[config.mk]
export PLATFORM = sky130hd
export DESIGN_NAME = emergency_brake_scan_check_top
export DESIGN_NICKNAME = d
export VERILOG_FILES = /design/src/sv/ebsc_pkg.sv /design/src/sv/ebsc_cos_lookup.sv /design/src/sv/ebsc_csr.sv /design/src/sv/ebsc_scan_core.sv /design/src/sv/emergency_brake_scan_check_top.sv
export SDC_FILE = /design/constraint.sdc
export NUM_CORES = 2
export LEC_CHECK = 0
export BUFFER_PORTS_ARGS = -buffer_cell sky130_fd_sc_hd__buf_4
export CAP_MARGIN = 10
export CORE_MARGIN = 4
export CORE_UTILIZATION = 26
export CTS_BUF_LIST = sky130_fd_sc_hd__clkbuf_8 sky130_fd_sc_hd__clkbuf_16
export CTS_CLUSTER_DIAMETER = 80
export DETAILED_ROUTE_END_ITERATION = 12
export SKIP_CTS_REPAIR_TIMING = 1
export SYNTH_ARGS = -nofsm -noshare
export SYNTH_HDL_FRONTEND = slang
export SYNTH_HIERARCHICAL = 1
export SYNTH_SLANG_ARGS = --single-unit
[constraint.sdc]
create_clock -name clock -period 19.4 [get_ports clock]
set_input_delay 1.94 -clock clock [delete_from_list [all_inputs] [get_ports clock]]
set_output_delay 1.94 -clock clock [all_outputs]
set_load 0.05 [all_outputs]
[src/sv/ebsc_pkg.sv]
// shared types, constants and cosine table for the emergency brake scan check
`timescale 1ns / 1ps

package ebsc_pkg;

   localparam int ANGLE_BITS    = 16;
   localparam int COS_ADDR_BITS = 8;
   localparam int FRAC_BITS     = ANGLE_BITS - 2;
   localparam int ROM_SIZE      = 1 << COS_ADDR_BITS;
   localparam int CSR_IDX_W     = 3;
   localparam int CSR_DATA_W    = 16;

   localparam logic [15:0] RST_TTC_THRESHOLD_MS      = 16'd500;
   localparam logic [15:0] RST_DISTANCE_THRESHOLD_MM = 16'd300;
   localparam logic [15:0] RST_RANGE_FLOOR_MM        = 16'd0;
   localparam logic [15:0] RST_RANGE_CEILING_MM      = 16'd65534;
   localparam logic [15:0] RST_ANGLE_START           = 16'd0;
   localparam logic [15:0] RST_ANGLE_STEP            = 16'd0;
   localparam logic [15:0] NO_RANGE_MM               = 16'hFFFF;

   localparam longint PI_HALF_Q30 = 64'sd1686629713;
   localparam longint ONE_Q30     = 64'sd1 <<< 30;

   typedef enum logic [1:0] {
      OP_SPEED   = 2'd0,
      OP_SAMPLE  = 2'd1,
      OP_ENGAGE  = 2'd2,
      OP_RELEASE = 2'd3
   } op_type;

   typedef enum logic [CSR_IDX_W-1:0] {
      CSR_TTC_THRESHOLD      = 3'd0,
      CSR_DISTANCE_THRESHOLD = 3'd1,
      CSR_RANGE_FLOOR        = 3'd2,
      CSR_RANGE_CEILING      = 3'd3,
      CSR_ANGLE_START        = 3'd4,
      CSR_ANGLE_STEP         = 3'd5
   } csr_type;

   typedef struct packed {
      logic [15:0] ttc_threshold_ms;
      logic [15:0] distance_threshold_mm;
      logic [15:0] range_floor_mm;
      logic [15:0] range_ceiling_mm;
      logic [15:0] angle_start;
      logic [15:0] angle_step;
   } cfg_type;

   typedef struct packed {
      op_type      opcode;
      logic [15:0] speed_mm_s;
      logic [15:0] range_mm;
      logic        range_ok;
      logic        last_in_scan;
   } item_type;

   typedef struct packed {
      logic        brake_active;
      logic        ttc_hit;
      logic        distance_hit;
      logic [15:0] closest_mm;
      logic        state_changed;
   } result_type;

   typedef logic [15:0] rom_type [ROM_SIZE];

   function automatic longint taylor_div(longint p, int n);
      case (n)
         7:       return p / 182;
         6:       return p / 132;
         5:       return p / 90;
         4:       return p / 56;
         3:       return p / 30;
         2:       return p / 12;
         1:       return p / 2;
         default: return p;
      endcase
   endfunction

   function automatic logic [15:0] cos_entry(int k);
      longint x;
      longint x2;
      longint t;
      longint p;
      x  = (PI_HALF_Q30 * longint'(k)) >>> COS_ADDR_BITS;
      x2 = (x * x) >>> 30;
      t  = ONE_Q30;
      for (int n = 7; n >= 1; n--) begin
         p = (x2 * t) >>> 30;
         t = ONE_Q30 - taylor_div(p, n);
         if (t < 0) begin
            t = 0;
         end
      end
      t = (t + (64'sd1 <<< 14)) >>> 15;
      if (t > 32767) begin
         t = 32767;
      end
      return 16'(t);
   endfunction

   function automatic rom_type build_cos_rom();
      rom_type rom;
      for (int k = 0; k < ROM_SIZE; k++) begin
         rom[k] = cos_entry(k);
      end
      return rom;
   endfunction

   localparam rom_type COS_ROM = build_cos_rom();

endpackage

[src/sv/ebsc_cos_lookup.sv]
// quarter-wave cosine lookup from a turn phase
`timescale 1ns / 1ps

module ebsc_cos_lookup (
   input  logic [ebsc_pkg::ANGLE_BITS-1:0] angle,
   output logic signed [15:0]              cos_val
);

   logic [1:0]                        quad;
   logic [ebsc_pkg::FRAC_BITS-1:0]     frac;
   logic [ebsc_pkg::COS_ADDR_BITS-1:0] idx;
   logic [ebsc_pkg::COS_ADDR_BITS-1:0] rom_addr;
   logic [15:0]                        mag;
   logic                               negate;

   assign quad = angle[ebsc_pkg::ANGLE_BITS-1 -: 2];
   assign frac = angle[ebsc_pkg::FRAC_BITS-1:0];

   generate
      if (ebsc_pkg::FRAC_BITS >= ebsc_pkg::COS_ADDR_BITS) begin : g_trunc
         assign idx = frac[ebsc_pkg::FRAC_BITS-1 -: ebsc_pkg::COS_ADDR_BITS];
      end else begin : g_widen
         assign idx = {frac, {(ebsc_pkg::COS_ADDR_BITS - ebsc_pkg::FRAC_BITS){1'b0}}};
      end
   endgenerate

   // odd quadrants read the mirrored entry as a sine
   always_comb begin
      rom_addr = quad[0] ? ({ebsc_pkg::COS_ADDR_BITS{1'b0}} - idx) : idx;
      if (quad[0] && (idx == '0)) begin
         mag = 16'd0;
      end else begin
         mag = ebsc_pkg::COS_ROM[rom_addr];
      end
      negate  = quad[1] ^ quad[0];
      cos_val = negate ? -$signed(mag) : $signed(mag);
   end

endmodule

[src/sv/ebsc_csr.sv]
// configuration registers of the emergency brake scan check
`timescale 1ns / 1ps

module ebsc_csr (
   input  logic                             clock,
   input  logic                             reset,
   input  logic                             csr_write,
   input  logic [ebsc_pkg::CSR_IDX_W-1:0]   csr_index,
   input  logic [ebsc_pkg::CSR_DATA_W-1:0]  csr_wdata,
   output ebsc_pkg::cfg_type                cfg
);

   ebsc_pkg::cfg_type cfg_ff;
   ebsc_pkg::cfg_type cfg_in;

   always_comb begin
      cfg_in = cfg_ff;
      if (csr_write) begin
         unique case (csr_index)
            ebsc_pkg::CSR_TTC_THRESHOLD:      cfg_in.ttc_threshold_ms      = csr_wdata;
            ebsc_pkg::CSR_DISTANCE_THRESHOLD: cfg_in.distance_threshold_mm = csr_wdata;
            ebsc_pkg::CSR_RANGE_FLOOR:        cfg_in.range_floor_mm        = csr_wdata;
            ebsc_pkg::CSR_RANGE_CEILING:      cfg_in.range_ceiling_mm      = csr_wdata;
            ebsc_pkg::CSR_ANGLE_START:        cfg_in.angle_start           = csr_wdata;
            ebsc_pkg::CSR_ANGLE_STEP:         cfg_in.angle_step            = csr_wdata;
            default:                          cfg_in = cfg_ff;
         endcase
      end
   end

   always_ff @(posedge clock) begin
      if (reset) begin
         cfg_ff.ttc_threshold_ms      <= ebsc_pkg::RST_TTC_THRESHOLD_MS;
         cfg_ff.distance_threshold_mm <= ebsc_pkg::RST_DISTANCE_THRESHOLD_MM;
         cfg_ff.range_floor_mm        <= ebsc_pkg::RST_RANGE_FLOOR_MM;
         cfg_ff.range_ceiling_mm      <= ebsc_pkg::RST_RANGE_CEILING_MM;
         cfg_ff.angle_start           <= ebsc_pkg::RST_ANGLE_START;
         cfg_ff.angle_step            <= ebsc_pkg::RST_ANGLE_STEP;
      end else begin
         cfg_ff <= cfg_in;
      end
   end

   assign cfg = cfg_ff;

endmodule

[src/sv/ebsc_scan_core.sv]
// scan accumulators, time-to-collision compare and brake decision
`timescale 1ns / 1ps

module ebsc_scan_core (
   input  logic                   clock,
   input  logic                   reset,
   input  logic                   fire,
   input  ebsc_pkg::item_type     item,
   input  ebsc_pkg::cfg_type      cfg,
   output logic                   has_result,
   output ebsc_pkg::result_type   result
);

   logic signed [32:0]                speed_product_ff, speed_product_in;
   logic [ebsc_pkg::ANGLE_BITS-1:0]   angle_offset_ff, angle_offset_in;
   logic [15:0]                       closest_ff, closest_in;
   logic                              ttc_seen_ff, ttc_seen_in;
   logic                              brake_ff, brake_in;

   logic [ebsc_pkg::ANGLE_BITS-1:0]   angle;
   logic signed [15:0]                cos_val;
   logic [25:0]                       range_x1000;
   logic signed [48:0]                lhs;
   logic signed [48:0]                prod;
   logic                              in_window;
   logic [15:0]                       closest_now;
   logic                              ttc_now;
   logic                              dist_hit;

   assign angle = ebsc_pkg::ANGLE_BITS'(cfg.angle_start) + angle_offset_ff;

   ebsc_cos_lookup u_cos (
      .angle   (angle),
      .cos_val (cos_val)
   );

   assign range_x1000 = 26'(item.range_mm) * 26'd1000;
   assign lhs         = $signed({8'b0, range_x1000, 15'b0});
   assign prod        = speed_product_ff * cos_val;

   always_comb begin
      speed_product_in = speed_product_ff;
      angle_offset_in  = angle_offset_ff;
      closest_in       = closest_ff;
      ttc_seen_in      = ttc_seen_ff;
      brake_in         = brake_ff;
      has_result       = 1'b0;
      result           = '0;

      in_window = item.range_ok && (item.range_mm >= cfg.range_floor_mm)
                  && (item.range_mm <= cfg.range_ceiling_mm);
      closest_now = (in_window && (item.range_mm < closest_ff)) ? item.range_mm : closest_ff;
      ttc_now     = ttc_seen_ff || (in_window && (lhs < prod));
      dist_hit    = closest_now < cfg.distance_threshold_mm;

      unique case (item.opcode)
         ebsc_pkg::OP_SPEED: begin
            speed_product_in = $signed({1'b0, cfg.ttc_threshold_ms})
                               * $signed(item.speed_mm_s);
         end
         ebsc_pkg::OP_SAMPLE: begin
            if (item.last_in_scan) begin
               brake_in             = ttc_now || dist_hit;
               has_result           = 1'b1;
               result.brake_active  = brake_in;
               result.ttc_hit       = ttc_now;
               result.distance_hit  = dist_hit;
               result.closest_mm    = closest_now;
               result.state_changed = brake_in != brake_ff;
               closest_in           = ebsc_pkg::NO_RANGE_MM;
               ttc_seen_in          = 1'b0;
               angle_offset_in      = '0;
            end else begin
               closest_in      = closest_now;
               ttc_seen_in     = ttc_now;
               angle_offset_in = angle_offset_ff + ebsc_pkg::ANGLE_BITS'(cfg.angle_step);
            end
         end
         ebsc_pkg::OP_ENGAGE, ebsc_pkg::OP_RELEASE: begin
            brake_in             = item.opcode == ebsc_pkg::OP_ENGAGE;
            has_result           = 1'b1;
            result.brake_active  = brake_in;
            result.closest_mm    = ebsc_pkg::NO_RANGE_MM;
            result.state_changed = brake_in != brake_ff;
         end
         default: has_result = 1'b0;
      endcase
   end

   always_ff @(posedge clock) begin
      if (reset) begin
         speed_product_ff <= '0;
         angle_offset_ff  <= '0;
         closest_ff       <= ebsc_pkg::NO_RANGE_MM;
         ttc_seen_ff      <= 1'b0;
         brake_ff         <= 1'b0;
      end else if (fire) begin
         speed_product_ff <= speed_product_in;
         angle_offset_ff  <= angle_offset_in;
         closest_ff       <= closest_in;
         ttc_seen_ff      <= ttc_seen_in;
         brake_ff         <= brake_in;
      end
   end

endmodule

[src/sv/emergency_brake_scan_check_top.sv]
// top level of the emergency brake scan check
//
//   channel  direction  handshake              word
//   req      in         req_valid / req_stall  opcode, speed, range, range_ok, last
//   rsp      out        rsp_valid / rsp_stall  brake, ttc hit, distance hit, closest, changed
//   csr      in         csr_write              csr_index, csr_wdata
//
// one word per cycle while req_stall is low; a word with a result passes the input register,
// then one pass through lookup, multiply and compare into the result register
// synchronous reset restores the register defaults and clears the scan state at once
// rsp_stall holds the result register and raises req_stall once the input register is full
`timescale 1ns / 1ps

module emergency_brake_scan_check_top (
   input  logic                             clock,
   input  logic                             reset,
   input  logic                             req_valid,
   output logic                             req_stall,
   input  logic [1:0]                       req_opcode,
   input  logic signed [15:0]               req_speed_mm_s,
   input  logic [15:0]                      req_range_mm,
   input  logic                             req_range_ok,
   input  logic                             req_last_in_scan,
   output logic                             rsp_valid,
   input  logic                             rsp_stall,
   output logic                             rsp_brake_active,
   output logic                             rsp_ttc_hit,
   output logic                             rsp_distance_hit,
   output logic [15:0]                      rsp_closest_mm,
   output logic                             rsp_state_changed,
   input  logic                             csr_write,
   input  logic [ebsc_pkg::CSR_IDX_W-1:0]   csr_index,
   input  logic [ebsc_pkg::CSR_DATA_W-1:0]  csr_wdata
);

   ebsc_pkg::cfg_type    cfg;
   ebsc_pkg::item_type   in_word_ff, in_word_in;
   logic                 in_valid_ff, in_valid_in;
   ebsc_pkg::result_type out_word_ff;
   logic                 out_valid_ff, out_valid_in;
   ebsc_pkg::result_type result;
   logic                 has_result;
   logic                 advance;
   logic                 fire;
   logic                 req_take;

   ebsc_csr u_csr (
      .clock     (clock),
      .reset     (reset),
      .csr_write (csr_write),
      .csr_index (csr_index),
      .csr_wdata (csr_wdata),
      .cfg       (cfg)
   );

   assign advance   = !out_valid_ff || !rsp_stall;
   assign fire      = in_valid_ff && advance;
   assign req_stall = in_valid_ff && !advance;
   assign req_take  = req_valid && !req_stall;

   always_comb begin
      in_word_in.opcode       = ebsc_pkg::op_type'(req_opcode);
      in_word_in.speed_mm_s   = req_speed_mm_s;
      in_word_in.range_mm     = req_range_mm;
      in_word_in.range_ok     = req_range_ok;
      in_word_in.last_in_scan = req_last_in_scan;
      if (req_take) begin
         in_valid_in = 1'b1;
      end else if (advance) begin
         in_valid_in = 1'b0;
      end else begin
         in_valid_in = in_valid_ff;
      end
      out_valid_in = advance ? fire && has_result : out_valid_ff;
   end

   ebsc_scan_core u_core (
      .clock      (clock),
      .reset      (reset),
      .fire       (fire),
      .item       (in_word_ff),
      .cfg        (cfg),
      .has_result (has_result),
      .result     (result)
   );

   always_ff @(posedge clock) begin
      if (reset) begin
         in_valid_ff  <= 1'b0;
         out_valid_ff <= 1'b0;
      end else begin
         in_valid_ff  <= in_valid_in;
         out_valid_ff <= out_valid_in;
      end
   end

   always_ff @(posedge clock) begin
      if (req_take) begin
         in_word_ff <= in_word_in;
      end
      if (fire && has_result) begin
         out_word_ff <= result;
      end
   end

   assign rsp_valid         = out_valid_ff;
   assign rsp_brake_active  = out_word_ff.brake_active;
   assign rsp_ttc_hit       = out_word_ff.ttc_hit;
   assign rsp_distance_hit  = out_word_ff.distance_hit;
   assign rsp_closest_mm    = out_word_ff.closest_mm;
   assign rsp_state_changed = out_word_ff.state_changed;

endmodule

==> results.py <==
metrics = {
    "worst_setup_path": {
        "crit_path_start_kind": "flip-flop",
        "crit_fanout": 35,
        "critPathMaxStageDelay_ns": 1.01,
        "path_class": "flip-flop to flip-flop",
        "critPathArrivalTime_ns": 18.46,
        "cp_slowest_cell": "xnor2_2",
        "cp_common_cell": "fa_1",
        "cp_data_required_time_ns": 19.74,
        "end_kind": "flip-flop",
    },
    "final_layout": {
        "fin_area_um2": 51800,
        "area_growth_pct": 8.72,
        "finalNetCount": 6733,
        "drive_gt1_share_pct": 6.21,
        "final_util_pct": 28.5,
    },
    "drt": {
        "firstDrtPassIters": 6,
        "wl_per_cell_um": 19.7,
        "wirelength_um": 155000,
        "vias": 39628,
        "routed_via_density": 5.02,
        "final_antenna_net_count": 0,
        "route.detailed.drc": 0,
        "drt_iter0_drc": 3217,
    },
    "sta": {
        "fin_skew_ns": 0.0292,
        "worst_slack_ns": 1.28,
        "fin_setup_tns_ns": 0,
        "tightest_slew_ns": 1.41,
        "slew_violations": 0,
        "setup_violations": 0,
        "slew_headroom_pct": 5.01,
        "finalCritPeriodShare_pct": 93.4,
        "grt_setup_unrepaired": "false",
        "max_clock_freq_mhz": 55.2,
        "min_period_ns": 18.12,
        "hold_viol": 0,
    },
    "cts": {
        "h-tree-depth": 1,
        "clockBufferDepth": 3,
        "cts-root-buf": "clkbuf_16",
        "cts.sink_count": 221,
        "tritoncts": "done",
        "clk_pin_slew_ns": 0.07,
        "worstSkewPairLatency_ns": 0.59,
        "numCtsBuffers": 25,
    },
    "die": {
        "die_height_um": 436,
        "placementRows": 156,
        "chipWidth_um": 436,
        "core-area_um2": 181000,
        "initial_utilization_pct": 26.3,
        "pin_count": 82,
        "die-area_um2": 190000,
    },
    "global_routing": {
        "overflow": 0,
        "grt_max_degree": 124,
        "antenna_found_initial": 2,
        "grt_first_pass_wirelength_um": 244000,
        "grt_pass1_vias": 41148,
        "grt.total_usage_pct": 16.1,
    },
    "place": {
        "gp_congestion": 0.999,
        "dpl_cell_area_um2": 50800,
        "pre_cts_ws_ns": 1.52,
        "hpwl_um": 121000,
        "port_buffers": 81,
    },
    "synthesis": {
        "yosys_warnings": 6,
        "synth_nets": 6821,
        "syn_inst": 5588,
        "synth_area_um2": 47600,
        "synth.avg_cell_area_um2": 8.52,
    },
    "hold_path": {
        "hp-class": "flip-flop to flip-flop",
    },
    "power_and_ir_drop": {
        "ir_worst_vdd_mv": 0.126,
        "power.density_nw_per_um2": 115,
        "p_leak_uw": 0.0238,
    },
    "run_status": {
        "outcome": "finished clean",
    },
    "job": {
        "drv_cap": 0,
    },
}
==> report_power, final <==
group | total [µW] | leakage, µW | switching, µW | internal [µW]
sequential | 577 | 0.00187 | 81.1 | 496
combinational | 4850 | 0.0215 | 2940 | 1910
clock | 543 | 0.000450 | 227 | 316
total | 5970 | 0.0238 | 3250 | 2720
==> final timing paths <==
path | start | endpoint | slack [ns] | depth (start not counted)
max | u_core/angle_offset_ff[0]$_SDFFE_PP0P_ | rsp_state_changed$_DFFE_PP_ | 1.28 | 61
min | u_core/speed_product_ff[0]$_SDFFE_PP0P_ | u_core/speed_product_ff[0]$_SDFFE_PP0P_ | 0.47 | 2
max reg2reg | u_core/angle_offset_ff[0]$_SDFFE_PP0P_ | rsp_state_changed$_DFFE_PP_ | 1.28 | 61
min reg2reg | u_core/speed_product_ff[0]$_SDFFE_PP0P_ | u_core/speed_product_ff[0]$_SDFFE_PP0P_ | 0.47 | 2
==> routing by layer <==
metal | part of all wire, % | vias up | track usage [%]
met5 | 0.010 | - | 0
met4 | 3.6 | 2 | 4.85
met3 | 7.0 | 305 | 2.12
met2 | 46 | 1546 | 26.4
met1 | 44 | 19951 | 22.0
li1 | - | 17824 | -
==> sequential cells by signal, summed over array words and instances (netlist names) <==
| register | count |
|---|---|
| u_csr/cfg | 96 |
| in_word_ff | 36 |
| u_core/speed_product_ff | 33 |
| rsp_closest_mm | 16 |
| u_core/angle_offset_ff | 16 |
| u_core/closest_ff | 16 |
| in_valid_ff | 1 |
| rsp_brake_active | 1 |
| rsp_distance_hit | 1 |
| rsp_state_changed | 1 |
| rsp_ttc_hit | 1 |
| rsp_valid | 1 |
| u_core/brake_ff | 1 |
| u_core/ttc_seen_ff | 1 |
==> critical path: cells and delay by family (launching register included) <==
kind	cells	cell delay (ns)
and+or+nand+nor	16	4.22
buffers and inverters	9	2.34
xor gates and xnor gates	3	1.28
DFF	1	0.35
adders and majority gates	11	4.55
muxes	1	0.34
AOI/OAI and AO/OA	21	4.77
==> final cells by class <==
type / count / area [µm²]
Fill cell: 19334 / 130000
Multi-Input combinational cell: 4069 / 37700
Sequential cell: 221 / 4980
Inverter: 997 / 3740
Tap cell: 2370 / 2970
Timing Repair Buffer: 186 / 1410
Clock buffer: 27 / 653
Clock inverter: 19 / 269
Antenna cell: 1 / 2.50
==> stage by stage <==
stage	hold slack [ns]	instances	total power [µW]
floorplan	0.449	5588	4040
global placement	0.442	7843	5350
detailed placement	0.456	7843	5390
CTS	0.463	7889	5990
global route	0.474	7889	6670
finish	0.465	7890	5970
==> cells in the final DEF (no fill, tap or decap), types with 12 or more instances in the layout <==
cell type	n
nand3_1	60
ha_1	423
and2_1	304
or3_1	14
a21oi_1	240
nor2b_1	24
o21ai_0	170
nand2_1	671
o21ai_1	19
inv_1	994
a31oi_1	53
and3_1	18
nand4_1	29
o22ai_1	38
o31ai_1	27
nor4_1	12
fa_1	750
a221oi_1	12
a211o_1	15
a22oi_1	16
edfxtp_1	56
o21a_1	15
a211oi_1	48
a21o_1	89
xor2_1	35
or2_2	12
mux2i_1	107
o211ai_1	18
nor2_1	229
buf_4	185
dfxtp_1	165
nor3_1	76
nand2b_1	166
xnor2_1	75
o21bai_1	17
clkbuf_16	25
Power figures use the tool's default switching activity.
